`config.mk`:
```
export PLATFORM = sky130hd
export DESIGN_NAME = smpte_timecode_counter_unit
export DESIGN_NICKNAME = d
export VERILOG_FILES = /design/src/rtl/stc_pkg.sv /design/src/rtl/stc_step.sv /design/src/rtl/smpte_timecode_counter_unit.sv
export SDC_FILE = /design/constraint.sdc
export NUM_CORES = 1
export LEC_CHECK = 0
export ABC_CLOCK_PERIOD_IN_PS = 9550
export BUFFER_PORTS_ARGS = -buffer_cell sky130_fd_sc_hd__buf_2
export CAP_MARGIN = 20
export CORE_MARGIN = 4
export CORE_UTILIZATION = 40
export DETAILED_ROUTE_END_ITERATION = 7
export HOLD_SLACK_MARGIN = 0.1
export MAX_ROUTING_LAYER = met4
export PLACE_DENSITY = 0.57
export SETUP_SLACK_MARGIN = 0.02
export SLEW_MARGIN = 20
export SYNTH_ARGS = -nofsm -noshare
export SYNTH_HDL_FRONTEND = slang
export SYNTH_SLANG_ARGS = --single-unit
```
`constraint.sdc`:
```
create_clock -name clk -period 9.55 [get_ports clk]
set_input_delay 0.955 -clock clk [delete_from_list [all_inputs] [get_ports clk]]
set_output_delay 0.955 -clock clk [all_outputs]
set_load 0.1 [all_outputs]
```
`src/rtl/stc_pkg.sv`:
```
// Shared types, codes and helper functions for the SMPTE timecode counter.
package stc_pkg;

    // Field widths of the timecode
    localparam int HOURS_W   = 5;
    localparam int MINUTES_W = 6;
    localparam int SECONDS_W = 6;
    localparam int FRAMES_W  = 5;
    localparam int OP_W      = 3;
    localparam int MODE_W    = 3;

    // Operation codes
    localparam logic [OP_W-1:0] OP_INC  = 3'd0;
    localparam logic [OP_W-1:0] OP_DEC  = 3'd1;
    localparam logic [OP_W-1:0] OP_ADD  = 3'd2;
    localparam logic [OP_W-1:0] OP_SUB  = 3'd3;
    localparam logic [OP_W-1:0] OP_LOAD = 3'd4;

    // Frame mode codes
    localparam logic [MODE_W-1:0] MODE_30   = 3'd0;
    localparam logic [MODE_W-1:0] MODE_25   = 3'd1;
    localparam logic [MODE_W-1:0] MODE_24   = 3'd2;
    localparam logic [MODE_W-1:0] MODE_NTSC = 3'd3;
    localparam logic [MODE_W-1:0] MODE_PALM = 3'd4;

    // Register index of the frame mode
    localparam logic REG_FRAME_MODE = 1'b0;

    // Range limits
    localparam logic [HOURS_W-1:0]   MAX_HOURS   = 5'd23;
    localparam logic [MINUTES_W-1:0] MAX_MINUTES = 6'd59;
    localparam logic [SECONDS_W-1:0] MAX_SECONDS = 6'd59;
    localparam logic [FRAMES_W-1:0]  RATE_30     = 5'd30;
    localparam logic [FRAMES_W-1:0]  RATE_25     = 5'd25;
    localparam logic [FRAMES_W-1:0]  RATE_24     = 5'd24;
    localparam logic [FRAMES_W-1:0]  NTSC_SKIP   = 5'd2;
    localparam logic [FRAMES_W-1:0]  PALM_SKIP   = 5'd4;

    // One timecode value
    typedef struct packed {
        logic [HOURS_W-1:0]   hours;
        logic [MINUTES_W-1:0] minutes;
        logic [SECONDS_W-1:0] seconds;
        logic [FRAMES_W-1:0]  frames;
    } tc_t;

    // Unknown modes behave as 30 fps nondrop.
    function automatic logic [MODE_W-1:0] eff_mode(input logic [MODE_W-1:0] m);
        eff_mode = (m > MODE_PALM) ? MODE_30 : m;
    endfunction

    function automatic logic [FRAMES_W-1:0] frame_rate(input logic [MODE_W-1:0] m);
        case (m)
            MODE_25: frame_rate = RATE_25;
            MODE_24: frame_rate = RATE_24;
            default: frame_rate = RATE_30;
        endcase
    endfunction

endpackage

```
`src/rtl/stc_step.sv`:
```
// Combinational next-timecode logic for one item of the timecode counter.
module stc_step
    import stc_pkg::*;
(
    input  tc_t                  cur,
    input  logic [MODE_W-1:0]    frame_mode,
    input  logic [OP_W-1:0]      operation,
    input  logic [HOURS_W-1:0]   operand_hours,
    input  logic [MINUTES_W-1:0] operand_minutes,
    input  logic [SECONDS_W-1:0] operand_seconds,
    input  logic [FRAMES_W-1:0]  operand_frames,
    output tc_t                  nxt,
    output logic                 matches_operand,
    output logic                 refused
);

    // True when the minute count is a multiple of ten.
    function automatic logic min_mod10_zero(input logic [MINUTES_W-1:0] m);
        min_mod10_zero = (m == 6'd0) || (m == 6'd10) || (m == 6'd20) ||
                         (m == 6'd30) || (m == 6'd40) || (m == 6'd50);
    endfunction

    // True when the minute count is a multiple of twenty.
    function automatic logic min_mod20_zero(input logic [MINUTES_W-1:0] m);
        min_mod20_zero = (m == 6'd0) || (m == 6'd20) || (m == 6'd40);
    endfunction

    // One frame forward with carries.
    function automatic tc_t step_forward(input tc_t t, input logic [FRAMES_W-1:0] rate);
        tc_t r;
        r = t;
        if ((t.frames + 5'd1) < rate) begin
            r.frames = t.frames + 5'd1;
        end
        else begin
            r.frames = '0;
            if (t.seconds < MAX_SECONDS) begin
                r.seconds = t.seconds + 6'd1;
            end
            else begin
                r.seconds = '0;
                if (t.minutes < MAX_MINUTES) begin
                    r.minutes = t.minutes + 6'd1;
                end
                else begin
                    r.minutes = '0;
                    r.hours   = (t.hours < MAX_HOURS) ? t.hours + 5'd1 : '0;
                end
            end
        end
        step_forward = r;
    endfunction

    // One frame back with borrows.
    function automatic tc_t step_back(input tc_t t, input logic [FRAMES_W-1:0] rate);
        tc_t r;
        r = t;
        if (t.frames != '0) begin
            r.frames = t.frames - 5'd1;
        end
        else begin
            r.frames = rate - 5'd1;
            if (t.seconds != '0) begin
                r.seconds = t.seconds - 6'd1;
            end
            else begin
                r.seconds = MAX_SECONDS;
                if (t.minutes != '0) begin
                    r.minutes = t.minutes - 6'd1;
                end
                else begin
                    r.minutes = MAX_MINUTES;
                    r.hours   = (t.hours != '0) ? t.hours - 5'd1 : MAX_HOURS;
                end
            end
        end
        step_back = r;
    endfunction

    logic [MODE_W-1:0]    mode;
    logic [FRAMES_W-1:0]  rate;
    logic [FRAMES_W-1:0]  rate_m1;
    logic                 drop;
    tc_t                  opnd;
    tc_t                  base;
    tc_t                  fwd;
    tc_t                  back;
    logic                 ntsc_back;
    logic                 palm_back;

    // Add and subtract chain
    logic [FRAMES_W:0]    f_sum;
    logic [SECONDS_W:0]   s_sum;
    logic [MINUTES_W:0]   m_sum;
    logic [HOURS_W:0]     h_sum;
    logic                 f_cy;
    logic                 s_cy;
    logic                 m_cy;
    logic [SECONDS_W:0]   s_need;
    logic [MINUTES_W:0]   m_need;
    logic [HOURS_W:0]     h_need;
    logic                 f_bw;
    logic                 s_bw;
    logic                 m_bw;
    tc_t                  sum_tc;
    tc_t                  dif_tc;

    // Mode decode, operand clamping and stored-frame clamping
    always_comb
    begin
        mode    = eff_mode(frame_mode);
        rate    = frame_rate(mode);
        rate_m1 = rate - 5'd1;
        drop    = (mode == MODE_NTSC) || (mode == MODE_PALM);
        opnd.hours   = (operand_hours > MAX_HOURS) ? MAX_HOURS : operand_hours;
        opnd.minutes = (operand_minutes > MAX_MINUTES) ? MAX_MINUTES : operand_minutes;
        opnd.seconds = (operand_seconds > MAX_SECONDS) ? MAX_SECONDS : operand_seconds;
        opnd.frames  = (operand_frames > rate_m1) ? rate_m1 : operand_frames;
        base         = cur;
        base.frames  = (cur.frames > rate_m1) ? rate_m1 : cur.frames;
    end

    // Increment with the drop-frame skip at the start of a minute
    always_comb
    begin
        fwd = step_forward(base, rate);
        if ((fwd.frames == '0) && (fwd.seconds == '0)) begin
            if ((mode == MODE_NTSC) && !min_mod10_zero(fwd.minutes)) begin
                fwd.frames = NTSC_SKIP;
            end
            else if ((mode == MODE_PALM) && !fwd.minutes[0] &&
                     !min_mod20_zero(fwd.minutes)) begin
                fwd.frames = PALM_SKIP;
            end
        end
    end

    // Decrement; landing on the last skipped frame of a minute start jumps past the skipped ones.
    // The minute is nonzero there, so the second step only moves back one minute.
    always_comb
    begin
        back = step_back(base, rate);
        ntsc_back = (back.seconds == '0) && (mode == MODE_NTSC) &&
                    (back.frames == 5'd1) && !min_mod10_zero(back.minutes);
        palm_back = (back.seconds == '0) && (mode == MODE_PALM) &&
                    (back.frames == 5'd3) && !back.minutes[0] &&
                    !min_mod20_zero(back.minutes);
        if (ntsc_back || palm_back) begin
            back.frames  = rate_m1;
            back.seconds = MAX_SECONDS;
            back.minutes = back.minutes - 6'd1;
        end
    end

    // Field-wise add with carry
    always_comb
    begin
        f_sum = {1'b0, base.frames} + {1'b0, opnd.frames};
        f_cy  = (f_sum >= {1'b0, rate});
        sum_tc.frames = f_cy ? FRAMES_W'(f_sum - {1'b0, rate}) : f_sum[FRAMES_W-1:0];
        s_sum = {1'b0, base.seconds} + {1'b0, opnd.seconds} + {{SECONDS_W{1'b0}}, f_cy};
        s_cy  = (s_sum >= 7'd60);
        sum_tc.seconds = s_cy ? SECONDS_W'(s_sum - 7'd60) : s_sum[SECONDS_W-1:0];
        m_sum = {1'b0, base.minutes} + {1'b0, opnd.minutes} + {{MINUTES_W{1'b0}}, s_cy};
        m_cy  = (m_sum >= 7'd60);
        sum_tc.minutes = m_cy ? MINUTES_W'(m_sum - 7'd60) : m_sum[MINUTES_W-1:0];
        h_sum = {1'b0, base.hours} + {1'b0, opnd.hours} + {{HOURS_W{1'b0}}, m_cy};
        sum_tc.hours = (h_sum >= 6'd24) ? HOURS_W'(h_sum - 6'd24) : h_sum[HOURS_W-1:0];
    end

    // Field-wise subtract with borrow
    always_comb
    begin
        f_bw = (base.frames < opnd.frames);
        dif_tc.frames = f_bw ? (base.frames + rate - opnd.frames)
                             : (base.frames - opnd.frames);
        s_need = {1'b0, opnd.seconds} + {{SECONDS_W{1'b0}}, f_bw};
        s_bw   = ({1'b0, base.seconds} < s_need);
        dif_tc.seconds = s_bw ? SECONDS_W'({1'b0, base.seconds} + 7'd60 - s_need)
                              : SECONDS_W'({1'b0, base.seconds} - s_need);
        m_need = {1'b0, opnd.minutes} + {{MINUTES_W{1'b0}}, s_bw};
        m_bw   = ({1'b0, base.minutes} < m_need);
        dif_tc.minutes = m_bw ? MINUTES_W'({1'b0, base.minutes} + 7'd60 - m_need)
                              : MINUTES_W'({1'b0, base.minutes} - m_need);
        h_need = {1'b0, opnd.hours} + {{HOURS_W{1'b0}}, m_bw};
        dif_tc.hours = ({1'b0, base.hours} < h_need)
                       ? HOURS_W'({1'b0, base.hours} + 6'd24 - h_need)
                       : HOURS_W'({1'b0, base.hours} - h_need);
    end

    // Operation select and result flags
    always_comb
    begin
        nxt     = base;
        refused = 1'b0;
        case (operation)
            OP_INC:  nxt = fwd;
            OP_DEC:  nxt = back;
            OP_ADD:
            begin
                if (drop) begin
                    refused = 1'b1;
                end
                else begin
                    nxt = sum_tc;
                end
            end
            OP_SUB:
            begin
                if (drop) begin
                    refused = 1'b1;
                end
                else begin
                    nxt = dif_tc;
                end
            end
            OP_LOAD: nxt = opnd;
            default: nxt = base;
        endcase
        matches_operand = (nxt == opnd);
    end

endmodule

```
`src/rtl/smpte_timecode_counter_unit.sv`:
```
// Top level of the SMPTE timecode counter: channels, item register, state and results.
//
// Usage: each input item carries an operation (increment, decrement, add, subtract
// or load) and an operand timecode. The block applies it to its stored
// hours:minutes:seconds:frames count and returns exactly one result item with the
// new timecode, a flag that it equals the clamped operand, and a refused flag for
// add or subtract in a drop-frame mode.
// Both channels use valid and stall; an item moves on an edge with valid high and
// stall low. An accepted item waits in the item register, where the step logic
// works on it, and moves into the result register once that register is free.
// One item per cycle is sustained while the receiver does not stall, since the
// stored timecode is updated at the same edge that loads the result register.
// When the receiver stalls, the result register holds; one more item may wait in
// the item register, and then in_stall rises until the result is taken.
// Reset empties both registers, sets the timecode to 00:00:00:00 and the frame
// mode to 30 fps nondrop. The frame mode is written through the APB port at
// address 0 and reads back there.
module smpte_timecode_counter_unit
    import stc_pkg::*;
(
    input  logic                 clk,
    input  logic                 rst_n,
    // APB configuration port
    input  logic                 psel,
    input  logic                 penable,
    input  logic                 pwrite,
    input  logic [2:0]           paddr,
    input  logic [31:0]          pwdata,
    output logic [31:0]          prdata,
    output logic                 pready,
    // Input channel
    input  logic                 in_valid,
    output logic                 in_stall,
    input  logic [OP_W-1:0]      operation,
    input  logic [HOURS_W-1:0]   operand_hours,
    input  logic [MINUTES_W-1:0] operand_minutes,
    input  logic [SECONDS_W-1:0] operand_seconds,
    input  logic [FRAMES_W-1:0]  operand_frames,
    // Output channel
    output logic                 out_valid,
    input  logic                 out_stall,
    output logic [HOURS_W-1:0]   result_hours,
    output logic [MINUTES_W-1:0] result_minutes,
    output logic [SECONDS_W-1:0] result_seconds,
    output logic [FRAMES_W-1:0]  result_frames,
    output logic                 matches_operand,
    output logic                 refused
);

    logic [MODE_W-1:0]    frame_mode_reg;
    tc_t                  count_reg;

    logic                 item_valid_reg;
    logic [OP_W-1:0]      op_reg;
    logic [HOURS_W-1:0]   oh_reg;
    logic [MINUTES_W-1:0] om_reg;
    logic [SECONDS_W-1:0] os_reg;
    logic [FRAMES_W-1:0]  of_reg;

    logic                 res_valid_reg;
    tc_t                  res_tc_reg;
    logic                 res_match_reg;
    logic                 res_refused_reg;

    tc_t                  count_next;
    logic                 match_next;
    logic                 refused_next;
    logic                 advance;
    logic                 take;
    logic                 cfg_write;

    // Handshake: the item register advances when the result register is free
    assign advance  = item_valid_reg && (!res_valid_reg || !out_stall);
    assign in_stall = item_valid_reg && !advance;
    assign take     = in_valid && !in_stall;

    // Configuration port
    assign pready    = 1'b1;
    assign cfg_write = psel && penable && pwrite && (paddr[2] == REG_FRAME_MODE);
    assign prdata    = (paddr[2] == REG_FRAME_MODE) ? {29'd0, frame_mode_reg} : 32'd0;

    always_ff @(posedge clk or negedge rst_n)
    begin
        if (!rst_n) begin
            frame_mode_reg <= MODE_30;
        end
        else if (cfg_write) begin
            frame_mode_reg <= pwdata[MODE_W-1:0];
        end
    end

    // Step logic on the registered item
    stc_step u_step (
        .cur             (count_reg),
        .frame_mode      (frame_mode_reg),
        .operation       (op_reg),
        .operand_hours   (oh_reg),
        .operand_minutes (om_reg),
        .operand_seconds (os_reg),
        .operand_frames  (of_reg),
        .nxt             (count_next),
        .matches_operand (match_next),
        .refused         (refused_next)
    );

    // Item register control
    always_ff @(posedge clk or negedge rst_n)
    begin
        if (!rst_n) begin
            item_valid_reg <= 1'b0;
        end
        else if (take) begin
            item_valid_reg <= 1'b1;
        end
        else if (advance) begin
            item_valid_reg <= 1'b0;
        end
    end

    // Item register payload
    always_ff @(posedge clk)
    begin
        if (take) begin
            op_reg <= operation;
            oh_reg <= operand_hours;
            om_reg <= operand_minutes;
            os_reg <= operand_seconds;
            of_reg <= operand_frames;
        end
    end

    // Stored timecode and result valid
    always_ff @(posedge clk or negedge rst_n)
    begin
        if (!rst_n) begin
            count_reg     <= '0;
            res_valid_reg <= 1'b0;
        end
        else begin
            if (advance) begin
                count_reg     <= count_next;
                res_valid_reg <= 1'b1;
            end
            else if (!out_stall) begin
                res_valid_reg <= 1'b0;
            end
        end
    end

    // Result payload
    always_ff @(posedge clk)
    begin
        if (advance) begin
            res_tc_reg      <= count_next;
            res_match_reg   <= match_next;
            res_refused_reg <= refused_next;
        end
    end

    assign out_valid       = res_valid_reg;
    assign result_hours    = res_tc_reg.hours;
    assign result_minutes  = res_tc_reg.minutes;
    assign result_seconds  = res_tc_reg.seconds;
    assign result_frames   = res_tc_reg.frames;
    assign matches_operand = res_match_reg;
    assign refused         = res_refused_reg;

endmodule

```
== Word level (Yosys, flattened, before mapping) ==
Index checks and enable logic that the tools add are counted.

* Eq/ne operators: 22
* Order comparisons: 18
* Reduce and logical (&&, ||, !) cells: 56
* $add $sub $neg: 36
* Multiplexer cells: 42
* Bitwise logic cells: 1

{| class="wikitable"
|+ Operator list
! operator !! number
|-
| one-hot mux 22 bit (5 select lines) || 1
|-
| 2-to-1 mux 5 bit || 16
|-
| 2-to-1 mux 6 bit || 10
|-
| 2-to-1 mux 17 bit || 3
|-
| 2-to-1 mux 22 bit || 2
|-
| subtractor 5 bit || 5
|-
| == test 6 x 5 -> 1 bit (second input constant) || 4
|-
| == test 6 bit (second input constant) || 4
|-
| logical NOT 6 bit || 4
|-
| subtractor 6 bit || 4
|-
| == test 22 bit || 1
|-
| 2-to-1 mux 11 bit || 2
|-
| subtractor 6 x 1 -> 6 bit (second input constant) || 3
|-
| logical AND 1 bit || 17
|-
| logical OR 1 bit || 17
|-
| adder 6 x 1 -> 7 bit || 2
|-
| adder 6 x 6 -> 7 bit || 2
|-
| adder 7 x 1 -> 7 bit || 2
|-
| >= comparator 7 x 6 -> 1 bit (second input constant) || 2
|-
| less-than comparator 6 x 7 -> 1 bit || 2
|-
| adder 5 x 5 -> 6 bit || 2
|-
| adder 6 x 1 -> 6 bit (second input constant) || 2
|-
| adder 6 bit (second input constant) || 2
|-
| == test 3 x 2 -> 1 bit (second input constant) || 4
|-
| other kinds (36) || 62
|}

* Input port bits: 67
* Bits in registers: 76
* Word-level logic and storage cells: 193
* Output and inout bits: 59

== Longest topological paths before layout ==
Gate-level depths: netlist of the first run.

* Word-level depth: 22
* Gate-level depth with buffers: 54
* Gate-level depth less buffers: 53

== Cells and area by module ==
Synthesis of the first run repeated with hierarchy kept, for this count alone.

* Cells, all modules: 1347
* Area total of the unflattened synthesis: 10800.4 um2

{| class="wikitable"
|+ By module, submodules not included
! module !! cells an instance !! instances !! area an instance (um2) !! sequential area each (um2)
|-
| stc_step || 1202 || 1 || 8041.5 || 0.0
|-
| smpte_timecode_counter_unit || 145 || 1 || 2758.9 || 2147.1
|}

== Worst setup path after synthesis of the first run ==
Ideal clock, no wire load.

* Kind: reg-to-reg
* From: reg frame_mode_reg[1]
* To: reg res_match_reg, in the netlist matches_operand, data pin
* Buffers on the path: 1
* Period minus slack after synthesis: 10.286 ns
* Data required time: 9.380 ns
* Stages on the path, launching flop included: 50
* Setup time: 0.170 ns
* Arrival: 10.117 ns
* Slack: -0.736 ns
* Cells stage by stage: dfrtp_1 > or3b_1 > buf_2 > inv_1 > ha_1 > o21ai_0 > a21oi_1 > o211ai_1 > nor2_1 > a21o_1 > ha_1 > fa_1 > xor2_1 > ha_1 > and3_1 > o32a_1 > nand4_1 > and2_1 > (+14 left out) > ha_1 > nand2_1 > nor2_1 > o21a_1 > a21oi_1 > fa_1 > fa_1 > nor2b_1 > o21ai_0 > a21oi_1 > a211oi_1 > a221oi_1 > a311oi_1 > nor4bb_1 > o2111ai_1 > nor4_1 > nand4_1 > nor4_2

* Word-level cells in the longest chain between the ends: 22
* Elaborated cells on any way between the ends: 115
* Those cells by class: add/sub (24); order compare (12); eq/ne (17); mux (23); reduce/logical (39)

{| class="wikitable"
|+ RTL lines
! what !! line !! source
|-
| from (decl) || smpte_timecode_counter_unit.sv:50 || <nowiki>logic [MODE_W-1:0] frame_mode_reg;</nowiki>
|-
| from (signal assigned) || smpte_timecode_counter_unit.sv:88 || <nowiki>frame_mode_reg <= pwdata[MODE_W-1:0];</nowiki>
|-
| > comparator 3 bit || stc_pkg.sv:49 || <nowiki>eff_mode = (m > MODE_PALM) ? MODE_30 : m;</nowiki>
|-
| 2-to-1 mux 3 bit * || stc_pkg.sv:49 ||
|-
| parallel branches: the longest is 19 deep, another holds adder 7 x 1 -> 7 bit || n/a ||
|-
| == test 22 bit * || stc_step.sv:220 || <nowiki>matches_operand = (nxt == opnd);</nowiki>
|-
| net match_next || smpte_timecode_counter_unit.sv:66 || <nowiki>logic match_next;</nowiki>
|-
| to (signal assigned) || smpte_timecode_counter_unit.sv:155 || <nowiki>res_match_reg <= match_next;</nowiki>
|-
| to (decl) || smpte_timecode_counter_unit.sv:62 || <nowiki>logic res_match_reg;</nowiki>
|}

Mark *: on every way through the listed nets, which the timed path passes.
A chain may end at the register's enable or synchronous reset.

== Worst setup path after layout of the first run ==
Same ends and word-level chain as after synthesis.

==> impl_metrics.toml, run 1 <==
[drt]
wl_met3_um = 3788
via_count = 11580
post_drt_via_cell_ratio = 6.055
drt_wl_total_um = 42340
drt_first_pass_iters = 5
drcViolationCount = 0
antenna_left = 0
highest_layer = "met4"
dr_wl_met2_um = 18860
first_iter_violations = 1344
post_drt_wl_per_cell_um = 22.13
wl_met1_um = 17960

[die]
die_height_um = 173.4
die-area_sq_mm = 0.03008
pin_count = 126
start_util_pct = 40.62
row_count = 60
fp.dieW_um = 173.4
core-area_sq_mm = 0.02695

[power_and_ir_drop]
vdd_ir_drop_max_mv = 0.1568
p_per_area_mw_per_mm2 = 381.6
power.internal_mw = 2.495
p_leak_nw = 5.965
swShare_pct = 51.95
sequentialPowerShare_pct = 11.2
switchingPower_mw = 2.698
combPwrFrac_pct = 81.8
clock_power_share_pct = 7.0

[sta]
fmax_mhz = 96.47
clock_skew_ns = 0.01484
worst_slack_ns = -0.8155
rsz0062_at_grt = "true"
hold_ws_ns = 0.4921
period_share_pct = 108.5
slew_headroom_pct = 23.80
finalMaxSlewViolations = 0
finalHoldViolations = 0
tightest_slew_ns = 1.134
timing.final.crit_period_ns = 10.37
setup_viol = 2

[synth]
netlist_area_sq_mm = 0.01095
yosysUniqueCellTypes = 98
ys_ff_latch = 76
async_reset_ff_share_pct = 35.53
synthCells = 1365
synth_ff_type = "edfxtp_1"
synth_edf_count = 49
syn_avg_cell_area_sq_um = 8.020
ys_seq_area_share_pct = 19.61
ys_warn_count = 0

[global_route]
grt_usage_pct = 27.93
overflow = 0
antenna_found_initial = 0
grt_max_degree = 43
grt_pass1_wl_um = 64310
grt_pass1_vias = 11050

[clocking]
cts_tree = "done"
clkLatencyLatePin_ns = 0.37
root_buffer = "clkbuf_16"
cts_made_buffers = 9
cts_max_level = 3
clockBufferDepth = 2
cts_num_sinks = 76
path_clk_slew_ns = 0.07

[critical_path]
required_ns = 9.74
worst_path_most_repeated_cell = "fa_2"
cpLargestDelayFamily = "compound AO/OA/AOI/OAI gates"
arrival_ns = 10.55
cp-start-kind = "flop"
cpMaxStageDelayCell = "or3b_4"
path_max_fanout = 5
max_stage_delay_ns = 0.50
critPathBufInv = 5
crit_type = "flop to flop"
endpoint_kind = "flop"

[final_layout]
finalNetCount = 1757
final_cell_mix = "buf_4, nor2_1, a21oi_1, o21ai_0, ha_1"
syn2layout_area_growth_pct = 24.30
layout-drive-gt1-share_pct = 27.54
largest_reg_flops = 22
final_util_pct = 50.49
layout_commonest_cell = "buf_4"
antenna_cells = 0
fillers = 2577

[place]
io_buffers = 64
hpwl_um = 31170
gp_congestion = 1.005

[outcome]
violations = "negative setup slack"
status = "complete, but fails checks"

[min_path]
hold_path_class = "flop to flop"

[job]
drv_cap = 0
[power by group through the flow]
stage	clock network, mW	registers [mW]	logic, mW
floorplan	0	0.673	2.40
global placement	0	0.581	3.69
detailed placement	0	0.582	3.72
CTS	0.370	0.576	3.99
global route	0.381	0.590	4.58
finish	0.364	0.579	4.25
[worst reg2reg max path, delay by kind of cell (launching register included)]
family	cells	cell delay, ns
flops	1	0.39
simple gates	12	2.30
fa+ha+maj	10	3.21
compound gates	19	3.38
buf+inv	5	0.45
xor+xnor	3	0.43
[area by class of cell]
| cell class | instances | area (sq um) | share of cell area, % |
|---|---|---|---|
| inverters | 102 | 392.9 | 2.887 |
| flip-flops and latches | 76 | 2147 | 15.78 |
| well taps | 341 | 426.7 | 3.136 |
| clock buffers | 10 | 229.0 | 1.683 |
| multi-input cells | 1106 | 8457 | 62.15 |
| clock inverters | 6 | 65.06 | 0.4782 |
| repair buffers | 272 | 1889 | 13.89 |
[stage by stage]
stage | area, sq um | cells | worst slack (ns) | TNS, ns | power [mW]
2_1_floorplan | 11260 | 1393 | -0.08408 | -0.08408 | 3.071
3_5_place_dp | 12580 | 1841 | -0.7407 | -1.450 | 4.303
6_report | 13610 | 1913 | -0.8155 | -0.8235 | 5.193
3_3_place_gp | 12580 | 1841 | -0.6654 | -1.038 | 4.267
4_1_cts | 13270 | 1901 | -0.5787 | -0.7882 | 4.937
5_1_grt | 13610 | 1913 | -1.243 | -4.110 | 5.551
[cell usage after synthesis (all sizes together), types with 27 or more instances]
cell type	number	area (sq um)
nand2	86	322.8
xnor2	43	376.6
nor2	95	359.1
a21o	29	217.7
nor3	37	196.4
clkbuf	61	229.0
o21ai	98	494.2
nand3	35	180.2
dfrtp	27	675.7
edfxtp	49	1471
inv	97	364.1
a21oi	100	504.2
buf	48	317.8
ha	100	1251
[path summary, 6_finish.rpt]
kind,startpoint,end,slack [ns],cells past startpoint
max,frame_mode_reg[1],matches_operand,-0.82,49
min,item_valid_reg,out_valid,0.49,1
max in group asynchronous,rst_n,count_reg[7],8.34,1
min in group asynchronous,rst_n,count_reg[19],0.68,1
min reg2reg,item_valid_reg,out_valid,0.49,1
max reg2reg,frame_mode_reg[1],matches_operand,-0.82,49
[cells by family after synthesis]
group | share of synthesized area (%)
AO/OA/AOI/OAI | 26.40
buffers and inverters | 8.492
XOR/XNOR | 5.041
flip-flops | 19.61
other | 0.06860
AND/OR/NAND/NOR | 20.20
multiplexers | 4.549
adder cells (fa/ha/maj) | 15.64
[metal layers]
metal | global-route usage (%) | up-vias
li1 | - | 5385
met1 | 36.37 | 5545
met2 | 42.46 | 542
met3 | 6.369 | 112
met4 | 10.51 | 0
met5 | - | -
[timing repair]
item                                    CTS  global route
gates resized for setup                  16            51
endpoints found under the setup margin    9            11
buffers inserted                         44            14
hold buffers                              0             0
pin swaps                                 8            48
Note: power is estimated with default switching activity, not from simulation.
==> run 2, diff against run 1 <==
Settings changed: SYNTH_HIERARCHICAL set to 1.
==> impl_metrics.toml, run 2 <==
[drt]
first_iter_violations = 1192
drt_wl_total_um = 41560
drcViolationCount = 0
drt_first_pass_iters = 5
post_drt_via_cell_ratio = 6.068
via_count = 11580
antenna_left = 0
post_drt_wl_per_cell_um = 21.78

[clocking]
cts_max_level = 3
root_buffer = "clkbuf_16"
clkLatencyLatePin_ns = 0.36
cts_tree = "done"
path_clk_slew_ns = 0.08
clockBufferDepth = 2
cts_num_sinks = 76
cts_hold_buf = 0
cts_made_buffers = 9

[outcome]
violations = "negative setup slack"
status = "complete, but fails checks"

[place]
io_buffers = 64
dpl_cell_area_sq_mm = 0.01279
gp_congestion = 1.039
dp.cells = 1851
hpwl_um = 31080

[min_path]
hold_path.startpoint = "item_valid_reg"
holdPathEnd = "out_valid"
hold_path_class = "flop to flop"
worstHoldPathCells = 1

[die]
core-area_sq_mm = 0.02628
pin_count = 126
fp.dieW_um = 172.3
row_count = 59
start_util_pct = 41.10
die_height_um = 172.3
die-area_sq_mm = 0.02969

[global_route]
grt_max_degree = 49
grt_usage_pct = 28.29
overflow = 0
grt_pass1_wl_um = 63250
antenna_found_initial = 2
grt_pass1_vias = 10980

[critical_path]
arrival_ns = 10.31
rr_startpoint = "frame_mode_reg[0]"
rrSetupSlack_ns = -0.57
cp-start-kind = "flop"
required_ns = 9.75
path_max_fanout = 4
endpoint_kind = "flop"
crit_type = "flop to flop"
cpMaxStageDelayCell = "fa_2"
r2r.worst_path.cells = 50
worst_path_most_repeated_cell = "fa_2"
r2r_end = "matches_operand"
max_stage_delay_ns = 0.62

[synth]
synth_edf_count = 49
synth.top_cell.area_share_pct = 13.62
ys_seq_area_share_pct = 19.88
synthCells = 1347
async_reset_ff_share_pct = 35.53
netlist_area_sq_mm = 0.01080
ys_warn_count = 6
synth_most_common_cell = "nand2_1"
ys_ff_latch = 76
synth_area_leaders = "edfxtp_1, ha_1, dfrtp_1"
synth_common_cells = "nand2_1, inv_1, nor2_1, ha_1, a21oi_1"
synth_area_leader_cell = "edfxtp_1"
synth_ff_type = "edfxtp_1"
yosysUniqueCellTypes = 100
syn_avg_cell_area_sq_um = 8.018

[sta]
period_share_pct = 105.9
slew_headroom_pct = 25.54
rsz0062_at_grt = "true"
finalHoldViolations = 0
clock_skew_ns = 0.01629
timing.final.crit_period_ns = 10.12
setup_viol = 1
finalMaxSlewViolations = 0
fmax_mhz = 98.86
worst_slack_ns = -0.5650
tightest_slew_ns = 1.113

[final_layout]
layout_commonest_cell = "buf_4"
finalNetCount = 1752
final_area_sq_mm = 0.01369
layout-drive-gt1-share_pct = 29.73
largest_reg_flops = 22
layout.cells.non_filler = 1908
syn2layout_area_growth_pct = 26.77
final_cell_mix = "buf_4, nand2_1, nor2_1, a21oi_1, inv_1"

[power_and_ir_drop]
p_per_area_mw_per_mm2 = 415.0
vdd_ir_drop_max_mv = 0.1790
p_leak_nw = 6.009

[job]
drv_cap = 0
run 2: changes by cell type after synthesis, moves of 7 or more:
| cell | change |
|---|---|
| o21ai_0 | -18 |
| mux2_2 | +13 |
| nor2_1 | +7 |
| nand2_1 | +18 |
| and2_1 | -7 |
| a221oi_1 | +7 |
| buf_2 | -9 |
| nand3_1 | +7 |
| nor3b_1 | -9 |
| nor2b_1 | +7 |
| nand4_1 | +8 |
run 2: worst max-delay path, delay by kind of cell, from the launching register on:
| kind | cells | cell delay [ns] |
|---|---|---|
| compound gates | 16 | 2.99 |
| xor+xnor | 1 | 0.19 |
| fa+ha+maj | 10 | 3.37 |
| buf+inv | 9 | 0.85 |
| flops | 1 | 0.37 |
| simple gates | 14 | 2.15 |
run 2: what timing repair did:
item | 4_1_cts | 5_1_grt
pin swaps | 38 | 34
setup endpoints to repair | 7 | 9
resized for setup | 28 | 43
setup buffers | 26 | 13
run 2: area by class of cell:
type,instances,area [sq um]
diodes,2,5.005
well taps,335,419.2
clock inverters,7,98.84
repair buffers,285,1994
fillers,2493,12590
multi-input cells,1087,8388
inverters,107,414.1
clock buffers,9,225.2
flip-flops and latches,76,2147
run 2: power breakdown:
part / total (mW) / switching [mW] / internal, mW
Combinational: 4.73 / 2.68 / 2.05
Sequential: 0.562 / 0.114 / 0.448
Clock: 0.389 / 0.159 / 0.231
Total: 5.68 / 2.96 / 2.73
run 2: how the worst max path moves through the flow:
stage               slack, ns         startpoint  cells past startpoint              end
finish                  -0.57  frame_mode_reg[0]                     50  matches_operand
global route             -1.0  frame_mode_reg[1]                     53  matches_operand
CTS                     -0.57  frame_mode_reg[0]                     51  matches_operand
detailed placement      -1.03  frame_mode_reg[1]                     52  matches_operand
global placement        -0.61  frame_mode_reg[2]                     50  matches_operand
floorplan               -0.17  frame_mode_reg[2]                     51  matches_operand
run 2: per-stage QoR:
| stage | TNS (ns) | hold slack, ns | power [mW] | setup slack [ns] | utilization [%] |
|---|---|---|---|---|---|
| after floorplan | -0.1696 | 0.4506 | 3.405 | -0.1696 | - |
| after global placement | -0.6146 | 0.4709 | 4.792 | -0.6146 | 48.66 |
| after detailed placement | -1.825 | 0.4719 | 4.818 | -1.031 | 48.66 |
| after CTS | -0.5690 | 0.4853 | 5.408 | -0.5690 | 51.10 |
| after global routing | -1.910 | 0.5166 | 6.104 | -0.9974 | 52.10 |
| final | -0.5650 | 0.4825 | 5.682 | -0.5650 | 52.10 |
run 2: cell families (layout without fill, tap and decap cells):
kind of cell | Yosys count | after routing | share of synthesized area [%]
compound gates | 402 | 402 | 25.58
buf+inv | 212 | 408 | 8.723
mux | 55 | 55 | 5.480
simple gates | 416 | 416 | 19.67
xor+xnor | 64 | 64 | 5.190
other cells | 2 | 32 | 0.06953
flops | 76 | 76 | 19.88
fa+ha+maj | 120 | 120 | 15.41
run 2: routing by layer:
metal	track usage (%)	share of wire [%]	vias to the layer above	routed length, um
met2	43.28	44	615	18390
met3	4.733	9.4	103	3922
met1	37.95	43	5511	17700
met4	10.01	3.7	0	1546
met5	-	0	-	0
li1	-	-	5348	-
